File: src/rtl/core/dtam_pkg.sv
// ----------------------------------------------------------------------------
// dtam_pkg - shared definitions for the date-time minute adder
// Calendar limits, divider control struct and the month length function.
// ----------------------------------------------------------------------------
`timescale 1ns / 1ps
`default_nettype none

package dtam_pkg;

    // Default width of the minute count
    localparam int ADD_WIDTH_DEF = 24;

    // Calendar limits
    localparam logic [13:0] YEAR_MAX    = 14'd9999;
    localparam logic [3:0]  MON_JAN     = 4'd1;
    localparam logic [3:0]  MON_FEB     = 4'd2;
    localparam logic [3:0]  MON_DEC     = 4'd12;
    localparam logic [4:0]  DAY_FIRST   = 5'd1;
    localparam logic [4:0]  DAY_LAST    = 5'd31;
    localparam logic [4:0]  HOUR_LAST   = 5'd23;
    localparam logic [5:0]  MINUTE_LAST = 6'd59;

    // Divisors used by the shared divider
    localparam logic [5:0]  MIN_PER_HOUR = 6'd60;
    localparam logic [5:0]  HOUR_PER_DAY = 6'd24;

    // Year mod 25 by reciprocal multiply: q = (y * YEAR_RECIP) >> YEAR_SHIFT
    localparam int          YEAR_SHIFT = 19;
    localparam logic [14:0] YEAR_RECIP = 15'((2**YEAR_SHIFT + 24) / 25);
    localparam logic [4:0]  YEAR_M25_LAST = 5'd24;

    // Control from the sequencer to the shared divider
    typedef struct packed {
        logic start;     // load dividend and begin
        logic by_hours;  // 1: divide by 24, 0: divide by 60
    } t_div_ctl;

    // Days in a month; mon is 1..12
    function automatic logic [4:0] month_len(input logic [3:0] mon, input logic leap);
        logic [4:0] len;
        if (mon == MON_FEB) begin
            len = leap ? 5'd29 : 5'd28;
        end else if (mon inside {4'd4, 4'd6, 4'd9, 4'd11}) begin
            len = 5'd30;
        end else begin
            len = DAY_LAST;
        end
        return len;
    endfunction

endpackage

`default_nettype wire

File: src/rtl/core/dtam_cdiv.sv
// ----------------------------------------------------------------------------
// dtam_cdiv - divider by 60 or 24
// Drops the power-of-two factor by a shift, then divides by 15 or 3 with a
// reciprocal multiply; start passes through r_st1 and r_st2 to done.
// ----------------------------------------------------------------------------
`timescale 1ns / 1ps
`default_nettype none

module dtam_cdiv #(
    parameter int DW = dtam_pkg::ADD_WIDTH_DEF + 1
) (
    input  wire                 i_clk,
    input  wire                 i_rst_n,
    input  dtam_pkg::t_div_ctl  i_ctl,
    input  wire  [DW-1:0]       i_dividend,
    output logic                o_done,
    output logic [DW-1:0]       o_quot,
    output logic [5:0]          o_rem
);
    import dtam_pkg::*;

    // Operand width after the shift, reciprocal width and product width
    localparam int VW = DW - 2;
    localparam int MW = VW + 1;
    localparam int PW = VW + MW;

    // Reciprocals of 15 and 3, exact for every VW-bit operand
    localparam int            SH15    = VW + 4;
    localparam int            SH3     = VW + 2;
    localparam logic [MW-1:0] RECIP15 = MW'(((64'd1 << SH15) + 64'd14) / 64'd15);
    localparam logic [MW-1:0] RECIP3  = MW'(((64'd1 << SH3) + 64'd2) / 64'd3);

    logic [VW-1:0] r_v;
    logic [DW-1:0] r_x;
    logic          r_hours;
    logic          r_st1;
    logic [PW-1:0] r_prod;
    logic          r_st2;
    logic [DW-1:0] r_q;
    logic [5:0]    r_rem;
    logic          r_done;

    // Quotient from the product, remainder by multiply back and subtract
    logic [DW-1:0] quot;
    logic [DW-1:0] back;
    assign quot = r_hours ? DW'(r_prod >> SH3) : DW'(r_prod >> SH15);
    assign back = r_hours ? quot * DW'(HOUR_PER_DAY) : quot * DW'(MIN_PER_HOUR);

    always_ff @(posedge i_clk) begin
        if (!i_rst_n) begin
            r_st1  <= 1'b0;
            r_st2  <= 1'b0;
            r_done <= 1'b0;
        end else begin
            r_st1  <= i_ctl.start;
            r_st2  <= r_st1;
            r_done <= r_st2;
            // load: 60 = 4 * 15, 24 = 8 * 3
            if (i_ctl.start) begin
                r_x     <= i_dividend;
                r_hours <= i_ctl.by_hours;
                r_v     <= i_ctl.by_hours ? VW'(i_dividend >> 3) : VW'(i_dividend >> 2);
            end
            // multiply by the reciprocal
            if (r_st1) begin
                r_prod <= r_v * (r_hours ? RECIP3 : RECIP15);
            end
            // quotient and remainder
            if (r_st2) begin
                r_q   <= quot;
                r_rem <= 6'(r_x - back);
            end
        end
    end

    assign o_done = r_done;
    assign o_quot = r_q;
    assign o_rem  = r_rem;

endmodule

`default_nettype wire

File: src/rtl/core/date_time_add_minutes.sv
// ----------------------------------------------------------------------------
// date_time_add_minutes - add a minute count to a Gregorian date-time
// Carries minutes into hours and days, then walks the days month by month.
// ----------------------------------------------------------------------------
//  Channel  Handshake             Payload
//  in       i_valid / o_stall     i_start_year..i_start_minute, i_add_minutes
//  out      o_valid / i_stall     o_new_year..o_new_minute, o_year_overflow
//
//  One transaction at a time; o_stall is high from accept until the result
//  is taken. The sequencer steps through S_MOD and S_FIX, then two passes
//  through the shared divider, then walks one month boundary per cycle in
//  S_WALK; up to about 385 boundaries are crossed for a full 24-bit count.
//  Synchronous active-low reset returns the sequencer to idle.
//  A result waiting under i_stall is held until taken.
// ----------------------------------------------------------------------------
`timescale 1ns / 1ps
`default_nettype none

module date_time_add_minutes #(
    parameter int ADD_WIDTH = dtam_pkg::ADD_WIDTH_DEF
) (
    input  wire                  i_clk,
    input  wire                  i_rst_n,
    input  wire                  i_valid,
    output logic                 o_stall,
    input  wire  [13:0]          i_start_year,
    input  wire  [3:0]           i_start_month,
    input  wire  [4:0]           i_start_day,
    input  wire  [4:0]           i_start_hour,
    input  wire  [5:0]           i_start_minute,
    input  wire  [ADD_WIDTH-1:0] i_add_minutes,
    output logic                 o_valid,
    input  wire                  i_stall,
    output logic [13:0]          o_new_year,
    output logic [3:0]           o_new_month,
    output logic [4:0]           o_new_day,
    output logic [4:0]           o_new_hour,
    output logic [5:0]           o_new_minute,
    output logic                 o_year_overflow
);
    import dtam_pkg::*;

    localparam int DW = ADD_WIDTH + 1;

    typedef enum logic [3:0] {
        S_IDLE, S_MOD, S_FIX, S_DIV1, S_WAIT1, S_DIV2, S_WAIT2, S_WALK, S_DONE
    } t_state;

    t_state                r_state;
    logic [13:0]           r_year;
    logic [3:0]            r_mon;
    logic [4:0]            r_day;
    logic [4:0]            r_hour;
    logic [5:0]            r_minute;
    logic [ADD_WIDTH-1:0]  r_add;
    logic [4:0]            r_ym25;
    logic [DW-1:0]         r_days;
    logic                  r_ovf;

    // Year mod 25 by reciprocal multiply
    logic [27:0] ym_prod;
    logic [8:0]  ym_quot;
    logic [13:0] ym_rem;
    assign ym_prod = 28'(r_year * YEAR_RECIP);
    assign ym_quot = ym_prod[27:19];
    assign ym_rem  = r_year - 14'(ym_quot * 5'd25);

    // Leap year from low year bits and year mod 25
    logic       leap;
    logic [4:0] dim;
    logic [4:0] gap;
    assign leap = (r_year[1:0] == 2'd0) && ((r_ym25 != 5'd0) || (r_year[3:2] == 2'd0));
    assign dim  = month_len(r_mon, leap);
    assign gap  = dim - r_day;

    // Shared divider
    t_div_ctl      div_ctl;
    logic [DW-1:0] div_dividend;
    logic          div_done;
    logic [DW-1:0] div_quot;
    logic [5:0]    div_rem;

    assign div_ctl.start    = (r_state == S_DIV1) || (r_state == S_DIV2);
    assign div_ctl.by_hours = (r_state == S_DIV2);
    assign div_dividend     = (r_state == S_DIV2) ? div_quot + DW'(r_hour)
                                                  : DW'(r_minute) + DW'(r_add);

    dtam_cdiv #(
        .DW(DW)
    ) u_cdiv (
        .i_clk      (i_clk),
        .i_rst_n    (i_rst_n),
        .i_ctl      (div_ctl),
        .i_dividend (div_dividend),
        .o_done     (div_done),
        .o_quot     (div_quot),
        .o_rem      (div_rem)
    );

    // Sequencer and working registers
    always_ff @(posedge i_clk) begin
        if (!i_rst_n) begin
            r_state <= S_IDLE;
            r_ovf   <= 1'b0;
        end else begin
            case (r_state)
                S_IDLE: begin
                    if (i_valid) begin
                        r_year   <= (i_start_year > YEAR_MAX) ? YEAR_MAX : i_start_year;
                        r_mon    <= (i_start_month == 4'd0) ? MON_JAN :
                                    (i_start_month > MON_DEC) ? MON_DEC : i_start_month;
                        r_day    <= (i_start_day == 5'd0) ? DAY_FIRST : i_start_day;
                        r_hour   <= (i_start_hour > HOUR_LAST) ? HOUR_LAST : i_start_hour;
                        r_minute <= (i_start_minute > MINUTE_LAST) ? MINUTE_LAST
                                                                   : i_start_minute;
                        r_add    <= i_add_minutes;
                        r_ovf    <= 1'b0;
                        r_state  <= S_MOD;
                    end
                end
                S_MOD: begin
                    r_ym25  <= ym_rem[4:0];
                    r_state <= S_FIX;
                end
                S_FIX: begin
                    // day beyond month end becomes the last day
                    if (r_day > dim) begin
                        r_day <= dim;
                    end
                    r_state <= S_DIV1;
                end
                S_DIV1: begin
                    r_state <= S_WAIT1;
                end
                S_WAIT1: begin
                    if (div_done) begin
                        r_minute <= div_rem;
                        r_state  <= S_DIV2;
                    end
                end
                S_DIV2: begin
                    r_state <= S_WAIT2;
                end
                S_WAIT2: begin
                    if (div_done) begin
                        r_hour  <= div_rem[4:0];
                        r_days  <= div_quot;
                        r_state <= S_WALK;
                    end
                end
                S_WALK: begin
                    // one month boundary per cycle
                    if (r_days == '0) begin
                        r_state <= S_DONE;
                    end else if (r_days > DW'(gap)) begin
                        r_days <= r_days - DW'(gap) - DW'(1);
                        r_day  <= DAY_FIRST;
                        if (r_mon == MON_DEC) begin
                            if (r_year == YEAR_MAX) begin
                                // saturate past the last representable year
                                r_ovf    <= 1'b1;
                                r_mon    <= MON_DEC;
                                r_day    <= DAY_LAST;
                                r_hour   <= HOUR_LAST;
                                r_minute <= MINUTE_LAST;
                                r_state  <= S_DONE;
                            end else begin
                                r_mon  <= MON_JAN;
                                r_year <= r_year + 14'd1;
                                r_ym25 <= (r_ym25 == YEAR_M25_LAST) ? 5'd0 : r_ym25 + 5'd1;
                            end
                        end else begin
                            r_mon <= r_mon + 4'd1;
                        end
                    end else begin
                        r_day   <= r_day + r_days[4:0];
                        r_days  <= '0;
                        r_state <= S_DONE;
                    end
                end
                S_DONE: begin
                    if (!i_stall) begin
                        r_state <= S_IDLE;
                    end
                end
                default: begin
                    r_state <= S_IDLE;
                end
            endcase
        end
    end

    // Ports
    assign o_stall         = (r_state != S_IDLE);
    assign o_valid         = (r_state == S_DONE);
    assign o_new_year      = r_year;
    assign o_new_month     = r_mon;
    assign o_new_day       = r_day;
    assign o_new_hour      = r_hour;
    assign o_new_minute    = r_minute;
    assign o_year_overflow = r_ovf;

    // Checks
    a_valid_busy: assert property (@(posedge i_clk) disable iff (!i_rst_n)
        o_valid |-> o_stall)
        else $error("result shown while input side open");

    a_ovf_sat: assert property (@(posedge i_clk) disable iff (!i_rst_n)
        (o_valid && o_year_overflow) |-> (o_new_year == YEAR_MAX && o_new_month == MON_DEC
            && o_new_day == DAY_LAST && o_new_hour == HOUR_LAST
            && o_new_minute == MINUTE_LAST))
        else $error("overflow result not saturated");

    a_result_range: assert property (@(posedge i_clk) disable iff (!i_rst_n)
        o_valid |-> (o_new_month >= MON_JAN && o_new_month <= MON_DEC
            && o_new_day >= DAY_FIRST && o_new_hour <= HOUR_LAST
            && o_new_minute <= MINUTE_LAST && o_new_year <= YEAR_MAX))
        else $error("result field out of range");

endmodule

`default_nettype wire

File: config.mk
export PLATFORM = sky130hd
export DESIGN_NAME = date_time_add_minutes
export DESIGN_NICKNAME = d
export VERILOG_FILES = /design/src/rtl/core/dtam_pkg.sv /design/src/rtl/core/dtam_cdiv.sv /design/src/rtl/core/date_time_add_minutes.sv
export SDC_FILE = /design/constraint.sdc
export NUM_CORES = 1
export LEC_CHECK = 0
export BUFFER_PORTS_ARGS = -buffer_cell sky130_fd_sc_hd__buf_2
export CORE_AREA = 2 2 232 234
export DETAILED_ROUTE_END_ITERATION = 16
export DIE_AREA = 0 0 234 236
export GPL_TIMING_DRIVEN = 0
export PLACE_DENSITY_LB_ADDON = 0.2
export SYNTH_ARGS = -nofsm -noshare
export SYNTH_HDL_FRONTEND = slang
export SYNTH_SLANG_ARGS = --single-unit
File: constraint.sdc
create_clock -name i_clk -period 15.7 [get_ports i_clk]
set_input_delay 0 -clock i_clk [delete_from_list [all_inputs] [get_ports i_clk]]
set_output_delay 0 -clock i_clk [all_outputs]
set_load 0.03 [all_outputs]
==> results.cfg <==
[status]
status = complete, no violations

[routing]
dr.pass1.iters = 5
drc = 0
via_per_inst = 5.040
first_iter_violations = 830
wl_per_cell_um = 18.61
drt-total-wl_um = 54380
vias = 14730
drtAntennaViolNets = 0

[die]
initial_utilization = 0.3922
die_width_um = 234
pin_count = 99
design.core.area_um2 = 53070
die_area_um2 = 55220
chipHeight_um = 236
rows = 85

[setup_path]
critical_path_class = reg -> reg
path_max_fanout = 10
critPathArrivalTime_ns = 8.11
r2r_end = u_cdiv.r_prod[42]
r2r_slack_ns = 7.79
rr_startpoint = u_cdiv.r_hours
cp.required_ns = 15.90
crit_path_end_kind = flop
critPathLaunchType = flop
r2r_cells = 21

[synthesis]
synth_area_leaders = edfxtp_1, fa_1, ha_1, inv_1, xnor2_1
synth_area_um2 = 20810
yosysSeqAreaShare = 0.2501
ys.flop_type = edfxtp_1
synth_top_cell_area_share = 0.2424
synthCells = 2027
synthArstFlopShare = 0
avgSynthCellArea_um2 = 10.27
yosys_warnings = 0
yosysTopAreaCell = edfxtp_1
ys_types = 68
synth-seq-cells = 176
synth_fp_nets = 2644
synth_edf_count = 168

[worst_hold_path]
hp-start = i_start_month[0]
hold_path.class = in -> reg
hold_path_depth = 4
holdPathEnd = o_new_month[0]

[placement]
io_buffers = 98
dpl_cell_area_um2 = 22260
dp_slack_ns = 7.690
gp_congestion = 0.8779
dp_hpwl_um = 46600

[global_route]
grt_pass1_wl_um = 86060
grt_use_total = 0.2047
grt_pass1_vias = 15220
antenna_found_initial = 3
grt_max_degree = 29
overflow = 0

[cts]
h-tree-depth = 4
numClockSinks = 176
clk_pin_slew_ns = 0.08
cts.path.max_buffers = 2
root_buffer = clkbuf_16
tritoncts = built
cts.repair.resized = 0
insertion_delay_ns = 0.45
cts_post_setup_buffers_inserted = 0
numCtsBuffers = 17
cts_hold_repair.buffers = 60

[sta]
relSlewSlack = 0.1907
fmax_mhz = 126.4
finalSetupTns_ns = 0
finalSetupViolCount = 0
period_share = 0.5038
skew_ns = 0.01151
fin_crit_ns = 7.910
tightest_slew_ns = 1.214
rsz0062_at_grt = false
hold_viol = 0
drv_slew = 0
setup_ws_ns = 7.790

[cells_and_area]
fin_nets = 2826
seq_area_um2 = 5205
syn_to_final_growth_pct = 12.96
multi_input_area_um2 = 13850
layout_common_cells = inv_1, ha_1, fa_1
final_area_um2 = 23510
drive_above_1_share = 0.08056
layout_commonest_cell = inv_1
fillers = 5080

[flow_run]
maxCapViolCount = 0
[worst max-delay path by stage]
stage,from,end,cells past startpoint
after floorplan,o_new_year[9],r_ym25[4],27
after global placement,u_cdiv.r_hours,u_cdiv.r_prod[42],21
after detailed placement,u_cdiv.r_hours,u_cdiv.r_prod[42],23
after CTS,u_cdiv.r_hours,u_cdiv.r_prod[42],23
after global routing,u_cdiv.r_hours,u_cdiv.r_prod[42],23
final,u_cdiv.r_hours,u_cdiv.r_prod[42],21
[synth_stat cells (6+ instances only)]
library cell / number
fa_1: 223
o21a_1: 11
ha_1: 332
or3_1: 12
o22ai_1: 14
nand2_1: 122
nand3_1: 33
a211oi_1: 14
a31oi_1: 13
edfxtp_1: 168
and2_1: 28
nand2b_1: 11
inv_1: 434
clkbuf_1: 29
o21bai_1: 9
a21oi_1: 73
mux2i_1: 18
xor2_1: 34
xnor2_1: 95
a21o_1: 31
mux2_2: 19
o211ai_1: 6
nor4_1: 7
nand4_1: 13
nor2b_1: 16
nor2_1: 83
nor3b_1: 7
dfxtp_1: 8
nor3_1: 18
and3_1: 10
nand3b_1: 6
o31ai_1: 11
o21ai_0: 51
[area by class of cell]
class,count,area share
clock buffers,17,0.01810
well taps,696,0.03704
flip-flops and latches,176,0.2214
diodes,4,0.0004258
multi-input cells,1380,0.5893
repair buffers,163,0.04902
inverters,435,0.06946
plain buffers,36,0.006121
clock inverters,15,0.009101
[state kept, by name, indices dropped and copies added (netlist names), 14 cells and up]
register       flops
r_days            25
r_add             24
u_cdiv.r_v        23
u_cdiv.o_quot     22
u_cdiv.r_prod     22
o_new_year        14
[kinds of logic (layout without fill, tap and decap cells)]
group,count (synthesis),count (layout),synth area share
compound gates,275,275,0.08609
xor+xnor,129,129,0.05429
mux,37,37,0.01894
flops,176,176,0.2501
fa+ha+maj,555,555,0.4141
simple gates,384,384,0.09114
other cells,0,4,0
buf+inv,471,666,0.08537
[metal layers]
layer | track usage | routed length [um] | share of wire
met5 | 0 | 13 | 0.00024
met4 | 0.02954 | 471 | 0.0087
met3 | 0.02466 | 2044 | 0.038
met2 | 0.3462 | 26840 | 0.49
met1 | 0.2863 | 25010 | 0.46
[worst max-delay path: stages, from the launching register on]
cell	delay, ns
edfxtp_1	0.32
buf_2	0.25
clkbuf_1	0.53
and2_1	0.25
ha_1	0.16
fa_1	0.53
fa_1	0.59
inv_1	0.08
fa_1	0.50
fa_1	0.50
inv_1	0.05
fa_1	0.51
fa_1	0.50
ha_1	0.35
a31oi_1	0.13
nor3b_1	0.28
o211ai_1	0.30
a211oi_1	0.84
o211ai_1	0.23
a21boi_1	0.38
a41oi_1	0.19
xnor2_1	0.17
[per-stage QoR]
step           instances  hold slack, ns  utilization
5_1_grt             2919          0.1142       0.4428
6_report            2922         0.09471       0.4430
2_1_floorplan       2027         0.09887            -
4_1_cts             2918         0.07509       0.4428
3_3_place_gp        2821          0.1766       0.4178
3_5_place_dp        2826          0.1781       0.4194
Power is not shown: default switching activity piles up to over one toggle a cycle in this logic, so the estimate is an artifact.
